--- src/rtl/tdc_interval_decimator_top_defines.svh ---
// Assertion macros for the interval decimator RTL.
// Included by the modules that carry concurrent assertions; expects clk and rst_n in scope.
`ifndef TDC_INTERVAL_DECIMATOR_TOP_DEFINES_SVH
`define TDC_INTERVAL_DECIMATOR_TOP_DEFINES_SVH

`ifndef SYNTH
`define TDCID_ASSERT_NOW(label, ante, cons) \
  label: assert property (@(posedge clk) disable iff (!rst_n) (ante) |-> (cons)) \
    else $error("assertion failed");
`define TDCID_ASSERT_NEXT(label, ante, cons) \
  label: assert property (@(posedge clk) disable iff (!rst_n) (ante) |=> (cons)) \
    else $error("assertion failed");
`else
`define TDCID_ASSERT_NOW(label, ante, cons)
`define TDCID_ASSERT_NEXT(label, ante, cons)
`endif

`endif

--- src/rtl/tdcid_pkg.sv ---
// Shared types and constants for the interval decimator.
// No dependencies; imported by tdc_interval_decimator_top.
`default_nettype none
package tdcid_pkg;

  localparam int STORE_RECORDS_DEF = 340;
  localparam int FWD_RECORDS_DEF   = 85;

  localparam int CHANNELS   = 3;
  localparam int COUNT_W    = 24;
  localparam int IVAL_W     = 32;
  localparam int PERIOD_W   = 20;
  localparam int DECIM_W    = 16;
  localparam int SSLOT_W    = 9;
  localparam int FSLOT_W    = 7;
  localparam int PADDR_W    = 4;

  localparam logic [PERIOD_W-1:0] REF_PERIOD_RST  = 20'd100000;
  localparam logic [IVAL_W-1:0]   VALID_LIMIT_RST = 32'd20000000;
  localparam logic [DECIM_W-1:0]  DECIMATION_RST  = 16'd200;

  typedef enum logic [1:0] {
    REG_REF_PERIOD  = 2'd0,
    REG_VALID_LIMIT = 2'd1,
    REG_DECIMATION  = 2'd2
  } reg_idx_t;

  typedef struct packed {
    logic [23:0] ref_count_a;
    logic [23:0] stop_a;
    logic [23:0] ref_count_b;
    logic [23:0] stop_b;
    logic [23:0] ref_count_c;
    logic [23:0] stop_c;
    logic [31:0] timestamp;
  } in_word_t;

  typedef struct packed {
    logic [31:0] interval_a;
    logic [31:0] interval_b;
    logic [31:0] interval_c;
    logic [8:0]  store_slot;
    logic        store_bank;
    logic        store_page_full;
    logic [31:0] page_time;
    logic        forward;
    logic [6:0]  fwd_slot;
    logic        fwd_bank;
    logic        fwd_page_full;
  } out_word_t;

endpackage
`default_nettype wire

--- src/rtl/tdc_interval_decimator_top.sv ---
// Interval decimator: readout to interval conversion, page slotting and decimated copy.
// Depends on tdcid_pkg and tdc_interval_decimator_top_defines.svh.
//
// Usage:
//   The input channel (in_valid, in_ready, in_data) takes one converter readout per word.
//   The output channel (out_valid, out_ready, out_data) returns one result word per
//   readout, in order. The APB-style port holds ref_period at 0x0, valid_limit at 0x4
//   and decimation at 0x8; writes are made while the block is idle.
//   A word accepted into the stage-one registers moves on to the output register once
//   that register is free. One word is accepted every cycle while the receiver does
//   not stall; the rate is set by a two-stage pipeline, the first stage holding the
//   three 20 by 32 bit products, the second the adds, limit compare and page counters.
//   Reset clears previous readouts, the readout count, both page indices and banks,
//   and loads the registers with their default values.
//   When the receiver stalls, the output word is held and the first stage can still
//   take one more word; after that in_ready falls until out_ready returns.
`default_nettype none
`include "tdc_interval_decimator_top_defines.svh"
module tdc_interval_decimator_top #(
  parameter int STORE_RECORDS = tdcid_pkg::STORE_RECORDS_DEF,
  parameter int FWD_RECORDS   = tdcid_pkg::FWD_RECORDS_DEF
) (
  input  wire                               clk,
  input  wire                               rst_n,
  input  wire                               in_valid,
  output logic                              in_ready,
  input  tdcid_pkg::in_word_t               in_data,
  output logic                              out_valid,
  input  wire                               out_ready,
  output tdcid_pkg::out_word_t              out_data,
  input  wire                               psel,
  input  wire                               penable,
  input  wire                               pwrite,
  input  wire [tdcid_pkg::PADDR_W-1:0]      paddr,
  input  wire [31:0]                        pwdata,
  output logic [31:0]                       prdata,
  output logic                              pready
);
  import tdcid_pkg::*;

  logic [PERIOD_W-1:0] ref_period_r;
  logic [IVAL_W-1:0]   valid_limit_r;
  logic [DECIM_W-1:0]  decimation_r;
  reg_idx_t            reg_idx;
  logic                cfg_wr;

  logic [COUNT_W-1:0]  prev_ref_r  [CHANNELS];
  logic [COUNT_W-1:0]  prev_stop_r [CHANNELS];
  logic [COUNT_W-1:0]  cur_ref     [CHANNELS];
  logic [COUNT_W-1:0]  cur_stop    [CHANNELS];
  logic [IVAL_W-1:0]   prod_nxt    [CHANNELS];
  logic [IVAL_W-1:0]   ds_nxt      [CHANNELS];

  logic                s1_valid_r;
  logic [IVAL_W-1:0]   s1_prod_r [CHANNELS];
  logic [IVAL_W-1:0]   s1_ds_r   [CHANNELS];
  logic [31:0]         s1_ts_r;

  logic [DECIM_W-1:0]  readout_count_r, readout_count_nxt, count_inc;
  logic [SSLOT_W-1:0]  store_index_r, store_index_nxt;
  logic                store_side_r, store_side_nxt;
  logic [FSLOT_W-1:0]  fwd_index_r, fwd_index_nxt;
  logic                fwd_side_r, fwd_side_nxt;

  logic                out_valid_r;
  out_word_t           out_data_r, out_data_nxt;

  logic                in_accept, s1_adv;
  logic                store_full, fwd_full, fwd_take;
  logic [IVAL_W-1:0]   ival [CHANNELS];

  // Configuration port.
  assign pready  = 1'b1;
  assign reg_idx = reg_idx_t'(paddr[3:2]);
  assign cfg_wr  = psel && penable && pwrite && pready;

  always_comb begin
    case (reg_idx)
      REG_REF_PERIOD:  prdata = {12'd0, ref_period_r};
      REG_VALID_LIMIT: prdata = valid_limit_r;
      REG_DECIMATION:  prdata = {16'd0, decimation_r};
      default:         prdata = 32'd0;
    endcase
  end

  always_ff @(posedge clk) begin
    if (!rst_n) begin
      ref_period_r  <= REF_PERIOD_RST;
      valid_limit_r <= VALID_LIMIT_RST;
      decimation_r  <= DECIMATION_RST;
    end else if (cfg_wr) begin
      case (reg_idx)
        REG_REF_PERIOD:  ref_period_r  <= pwdata[PERIOD_W-1:0];
        REG_VALID_LIMIT: valid_limit_r <= pwdata;
        REG_DECIMATION:  decimation_r  <= pwdata[DECIM_W-1:0];
        default: ;
      endcase
    end
  end

  // Handshake and pipeline control.
  assign s1_adv    = s1_valid_r && (!out_valid_r || out_ready);
  assign in_ready  = !s1_valid_r || !out_valid_r || out_ready;
  assign in_accept = in_valid && in_ready;
  assign out_valid = out_valid_r;
  assign out_data  = out_data_r;

  // Stage one: deltas against the previous readout and the reference products.
  always_comb begin
    cur_ref[0]  = in_data.ref_count_a;
    cur_stop[0] = in_data.stop_a;
    cur_ref[1]  = in_data.ref_count_b;
    cur_stop[1] = in_data.stop_b;
    cur_ref[2]  = in_data.ref_count_c;
    cur_stop[2] = in_data.stop_c;
    for (int ch = 0; ch < CHANNELS; ch++) begin
      prod_nxt[ch] = ({8'd0, cur_ref[ch]} - {8'd0, prev_ref_r[ch]}) *
                     {12'd0, ref_period_r};
      ds_nxt[ch]   = {8'd0, cur_stop[ch]} - {8'd0, prev_stop_r[ch]};
    end
  end

  always_ff @(posedge clk) begin
    if (!rst_n) begin
      s1_valid_r <= 1'b0;
      for (int ch = 0; ch < CHANNELS; ch++) begin
        prev_ref_r[ch]  <= '0;
        prev_stop_r[ch] <= '0;
      end
    end else begin
      if (in_accept) begin
        s1_valid_r <= 1'b1;
        for (int ch = 0; ch < CHANNELS; ch++) begin
          prev_ref_r[ch]  <= cur_ref[ch];
          prev_stop_r[ch] <= cur_stop[ch];
        end
      end else if (s1_adv) begin
        s1_valid_r <= 1'b0;
      end
    end
  end

  always_ff @(posedge clk) begin
    if (in_accept) begin
      for (int ch = 0; ch < CHANNELS; ch++) begin
        s1_prod_r[ch] <= prod_nxt[ch];
        s1_ds_r[ch]   <= ds_nxt[ch];
      end
      s1_ts_r <= in_data.timestamp;
    end
  end

  // Stage two: intervals, storage page, decimated page.
  always_comb begin
    for (int ch = 0; ch < CHANNELS; ch++) begin
      ival[ch] = s1_prod_r[ch] + s1_ds_r[ch];
    end
    count_inc = (readout_count_r != {DECIM_W{1'b1}}) ? readout_count_r + 1'b1
                                                     : readout_count_r;
    store_full = ({1'b0, store_index_r} + 1'b1) >= (SSLOT_W+1)'(STORE_RECORDS);
    store_index_nxt = store_full ? '0 : store_index_r + 1'b1;
    store_side_nxt  = store_side_r ^ store_full;

    fwd_take = (ival[0] < valid_limit_r) && (count_inc >= decimation_r);
    fwd_full = fwd_take &&
               (({1'b0, fwd_index_r} + 1'b1) >= (FSLOT_W+1)'(FWD_RECORDS));
    readout_count_nxt = fwd_take ? '0 : count_inc;
    fwd_index_nxt = !fwd_take ? fwd_index_r : (fwd_full ? '0 : fwd_index_r + 1'b1);
    fwd_side_nxt  = fwd_side_r ^ fwd_full;

    out_data_nxt.interval_a      = ival[0];
    out_data_nxt.interval_b      = ival[1];
    out_data_nxt.interval_c      = ival[2];
    out_data_nxt.store_slot      = store_index_r;
    out_data_nxt.store_bank      = store_side_r;
    out_data_nxt.store_page_full = store_full;
    out_data_nxt.page_time       = (store_index_r == '0) ? s1_ts_r : 32'd0;
    out_data_nxt.forward         = fwd_take;
    out_data_nxt.fwd_slot        = fwd_take ? fwd_index_r : '0;
    out_data_nxt.fwd_bank        = fwd_take && fwd_side_r;
    out_data_nxt.fwd_page_full   = fwd_full;
  end

  always_ff @(posedge clk) begin
    if (!rst_n) begin
      out_valid_r     <= 1'b0;
      readout_count_r <= '0;
      store_index_r   <= '0;
      store_side_r    <= 1'b0;
      fwd_index_r     <= '0;
      fwd_side_r      <= 1'b0;
    end else begin
      if (s1_adv) begin
        out_valid_r     <= 1'b1;
        readout_count_r <= readout_count_nxt;
        store_index_r   <= store_index_nxt;
        store_side_r    <= store_side_nxt;
        fwd_index_r     <= fwd_index_nxt;
        fwd_side_r      <= fwd_side_nxt;
      end else if (out_ready) begin
        out_valid_r <= 1'b0;
      end
    end
  end

  always_ff @(posedge clk) begin
    if (s1_adv) begin
      out_data_r <= out_data_nxt;
    end
  end

  `TDCID_ASSERT_NOW(a_no_overwrite, out_valid_r && !out_ready, !s1_adv)
  `TDCID_ASSERT_NOW(a_store_idx_range, 1'b1,
    ({1'b0, store_index_r} < (SSLOT_W+1)'(STORE_RECORDS)))
  `TDCID_ASSERT_NOW(a_store_full_slot, out_valid_r && out_data_r.store_page_full,
    ({1'b0, out_data_r.store_slot} == (SSLOT_W+1)'(STORE_RECORDS - 1)))
  `TDCID_ASSERT_NOW(a_fwd_quiet, out_valid_r && !out_data_r.forward,
    (out_data_r.fwd_slot == '0) && !out_data_r.fwd_bank && !out_data_r.fwd_page_full)
  `TDCID_ASSERT_NEXT(a_fwd_clears_count, s1_adv && fwd_take, readout_count_r == '0)

endmodule
`default_nettype wire
--- config.mk ---
export PLATFORM = sky130hd
export DESIGN_NAME = tdc_interval_decimator_top
export DESIGN_NICKNAME = d
export VERILOG_FILES = /design/src/rtl/tdcid_pkg.sv /design/src/rtl/tdc_interval_decimator_top.sv
export VERILOG_INCLUDE_DIRS = /design/src /design/src/rtl
export SDC_FILE = /design/constraint.sdc
export NUM_CORES = 2
export LEC_CHECK = 0
export BUFFER_PORTS_ARGS = -buffer_cell sky130_fd_sc_hd__buf_2
export CORE_MARGIN = 2
export CORE_UTILIZATION = 60
export CTS_CLUSTER_DIAMETER = 30
export DETAILED_ROUTE_END_ITERATION = 12
export GPL_ROUTABILITY_DRIVEN = 1
export PLACE_DENSITY = 0.83
export RECOVER_POWER = 100
export SETUP_SLACK_MARGIN = 0.3
export SYNTH_ARGS = -nofsm -noshare
export SYNTH_HDL_FRONTEND = slang
export SYNTH_SLANG_ARGS = --single-unit
--- constraint.sdc ---
create_clock -name clk -period 17.4 [get_ports clk]
set_input_delay 2.61 -clock clk [delete_from_list [all_inputs] [get_ports clk]]
set_output_delay 2.61 -clock clk [all_outputs]
set_load 0.05 [all_outputs]
==> reports/summary.md <==
* worst-case register-to-register setup slack: 6900 ps
* top fanout value on the critical path: 18
* Register-to-Register Path Depth: 36
* worst-case headroom to the max-slew limit: -201%
* launch point of the critical path: in_data[104]
* hold wc startpoint: store_side_r
* met3 global-route usage: 5.52%
* crit path buf inv count: 6
* count of different cell masters after synthesis: 84
* worst min-delay path category: register to register
* number of enable flip-flop cells after synthesis: 496
* slowest stage delay, CP: 1360 ps
* proportion of register bits with asynchronous set or reset after synthesis: 0%
* Initial Util: 60.6%
* total negative setup slack: 0 ps
* number of nets in the final layout: 9742
* area share of the largest cell type after synthesis: 28.9%
* DRC violations left: 0
* pin count of the biggest net entering global routing: 100
* RR Endpoint: s1_prod_r[0][63]
* number of placed instances with taps included: 9369
* library cell with the largest summed area after synthesis: sky130_fd_sc_hd__fa_1
* drt wl/cell: 18.8 um
* Critical-path top delay cell: sky130_fd_sc_hd__xnor2_1
* Tightest Pin Transition: 4480 ps
* TritonCTS clock tree: done
* count of synthesis-stage warnings from yosys: 0
* count of max-cap constraint violations: 13
* GRT Total Usage: 29.9%
* most crowded layer after global routing: met2
* endpoints failing hold: 0
* number of antenna violations at the first check in global routing: 10
* netlist area before placement: 72800 um^2
* via density per instance: 5.60
* Worst-Skew Late Latency: 810 ps
* final setup vio count: 0
* final wirelength: 181000 um
* Die Ht: 352 um
* boundary pin count: 403
* CTS Hold Buffers Added: 0
* RSZ-0062 raised after global routing: no
* part of the cycle the worst path needs: 69.6%
* endpoint class of the critical path: register
* portion of the post-synthesis area used by sequential elements: 23.3%
* fraction of the core area covered by cells at the end of the flow: 67.7%
* total congestion overflow after global routing: 0
* result of the run: finished with violations
* start-to-end type of the worst setup path: input pin to register
* via count of the first global-routing pass: 58400
* flip-flop and latch count after synthesis: 600
* clk_skew: 104 ps
* Reg-to-Reg Start: prev_ref_r[0][24]
* Area growth, synth to finish: 11.7%
* Iter 0 DRT Violations: 4137
* die footprint: 124000 um^2
* global-route wire length before repair: 297000 um
* cell types with the largest area share after synthesis: sky130_fd_sc_hd__fa_1, sky130_fd_sc_hd__edfxtp_1, sky130_fd_sc_hd__ha_1
* RePlAce Congestion: 0.937
* end of the worst hold path: out_data[43]
* vias after detailed routing: 54000
* Fmax achieved: 0.0826 GHz
* Post-CTS Setup Inserts: 0
* overall die width: 352 um
* number of buffers inserted during clock tree synthesis: 146
* cells after synthesis: 7576
* filler cell count in the final layout: 8893
* Critical Path Most Common Cell: sky130_fd_sc_hd__fa_1
* total clock sinks: 600
* post-cts repair resize count: 0
* Port-buffer cells: 399
* main flop type after synthesis: sky130_fd_sc_hd__edfxtp_1
* clock-pin slew of the registers on the worst-case setup and hold paths: 50 ps
* number of nets still failing antenna checks after routing: 0
* syn_nets: 9413
* DPL Wire Length: 131000 um
* number of pins exceeding their max-slew limit in the final report: 782
* number of cells on the worst hold path: 0
* Initial DRT Pass Iterations: 6
* crit start category: input pin
* H-tree lvl count: 4
* global-route track usage on met2: 50.0%
* worst-case clock buffer depth: 3
* Final Non-Filler Cells: 9644
* Worst Path Arrival: 12580 ps
* Core Box Area: 120000 um^2
* Critical Path RT: 17880 ps
* fin crit period: 12100 ps
* row count: 127
* average footprint of a synthesized cell: 9.61 um^2
* clock tree root driver cell: sky130_fd_sc_hd__clkbuf_16
* share of final-layout standard cells stronger than drive strength 1: 7.11%
* violated checks: capacitance limit, slew limit
* fraction of met1 tracks used by global routing: 37.9%
* Top delay family on crit path: adder cells
==> worst max-delay path by stage <==
stage | end | slack [ps] | depth (start not counted)
floorplan | prev_ref_r[0][0] | 5490 | 4
global placement | s1_prod_r[0][95] | 4860 | 40
detailed placement | s1_prod_r[0][95] | 4770 | 40
CTS | s1_prod_r[0][95] | 5570 | 40
global route | s1_prod_r[0][95] | 4630 | 40
finish | s1_prod_r[0][63] | 5300 | 38
==> cell type report <==
type                            count  area (um^2)  share of cell area, %
Multi-Input combinational cell   5166        49100                   60.3
Tap cell                         1612         2020                   2.48
Clock inverter                    100         1450                   1.78
Clock buffer                      169         3770                   4.63
Inverter                         1502         5640                   6.93
Sequential cell                   600        17000                   20.9
Timing Repair Buffer              489         2370                   2.91
Antenna cell                        6         15.0                 0.0185
==> flip-flops by register name, indices dropped and copies added, names as in the netlist, 9 cells and up <==
register         count
s1_ts_r             32
out_data           149
prev_stop_r         72
readout_count_r     16
decimation_r        16
s1_ds_r             75
s1_prod_r           96
ref_period_r        20
prev_ref_r          72
store_index_r        9
valid_limit_r       32
==> layout by cell type, fill, tap and decap left out, types with 23 or more instances in the layout <==
cell,instances
sky130_fd_sc_hd__clkbuf_1,227
sky130_fd_sc_hd__inv_1,1501
sky130_fd_sc_hd__nor2_1,210
sky130_fd_sc_hd__and2_0,133
sky130_fd_sc_hd__and2_1,718
sky130_fd_sc_hd__buf_2,210
sky130_fd_sc_hd__a31oi_1,23
sky130_fd_sc_hd__a21oi_1,240
sky130_fd_sc_hd__mux2i_1,26
sky130_fd_sc_hd__nand2b_1,73
sky130_fd_sc_hd__buf_4,72
sky130_fd_sc_hd__and3_1,38
sky130_fd_sc_hd__clkbuf_16,146
sky130_fd_sc_hd__o21a_1,41
sky130_fd_sc_hd__edfxtp_1,496
sky130_fd_sc_hd__o21bai_1,40
sky130_fd_sc_hd__a21o_1,104
sky130_fd_sc_hd__nor2b_1,147
sky130_fd_sc_hd__fa_1,1053
sky130_fd_sc_hd__o21ai_0,165
sky130_fd_sc_hd__nor3_1,64
sky130_fd_sc_hd__xnor2_1,281
sky130_fd_sc_hd__ha_1,565
sky130_fd_sc_hd__a21boi_0,84
sky130_fd_sc_hd__xor2_1,66
sky130_fd_sc_hd__nand3_1,68
sky130_fd_sc_hd__nand2_1,780
sky130_fd_sc_hd__dfxtp_1,87
==> synthesized netlist by cell type, types with 84 or more instances <==
library cell	instances
sky130_fd_sc_hd__a21boi_0	84
sky130_fd_sc_hd__a21o_1	104
sky130_fd_sc_hd__a21oi_1	240
sky130_fd_sc_hd__and2_1	851
sky130_fd_sc_hd__clkbuf_1	301
sky130_fd_sc_hd__dfxtp_1	104
sky130_fd_sc_hd__edfxtp_1	496
sky130_fd_sc_hd__fa_1	1053
sky130_fd_sc_hd__ha_1	565
sky130_fd_sc_hd__inv_1	1501
sky130_fd_sc_hd__nand2_1	780
sky130_fd_sc_hd__nor2_1	210
sky130_fd_sc_hd__nor2b_1	147
sky130_fd_sc_hd__o21ai_0	162
sky130_fd_sc_hd__xnor2_1	281
==> logic make-up (layout without fill, tap and decap cells) <==
group	Yosys count	in the layout	synth area share, %
AOI/OAI and AO/OA	864	864	7.72
other	1	7	0.00515
adders and majority gates	1618	1618	38.7
xor gates and xnor gates	359	359	4.46
buffers and inverters	1810	2260	9.34
and+or+nand+nor	2297	2297	16.2
DFF	600	600	23.3
muxes	27	27	0.373
==> per-stage QoR <==
stage	hold slack (ps)	area [um^2]	worst slack (ps)
after global routing	486	81300	4630
after global placement	449	76500	4860
after floorplan	406	72800	5490
after detailed placement	438	76500	4770
after CTS	469	81700	5570
final	475	81300	5300
==> worst register-to-register path: cells and delay by family, from the launching register on <==
| family | cells | cell delay [ps] |
|---|---|---|
| fa+ha+maj | 10 | 4400 |
| flops | 1 | 360 |
| buf+inv | 4 | 210 |
| compound gates | 14 | 2460 |
| simple gates | 5 | 790 |
| xor+xnor | 3 | 1970 |
==> routing by layer <==
metal  routed length [um]  vias up
li1                     -    24300
met1                70600    26900
met2                88300     2331
met3                14600      536
met4                 7950        2
met5                   17        -
Power is not shown: default switching activity piles up to over one toggle a cycle in this logic, so the estimate is an artifact.
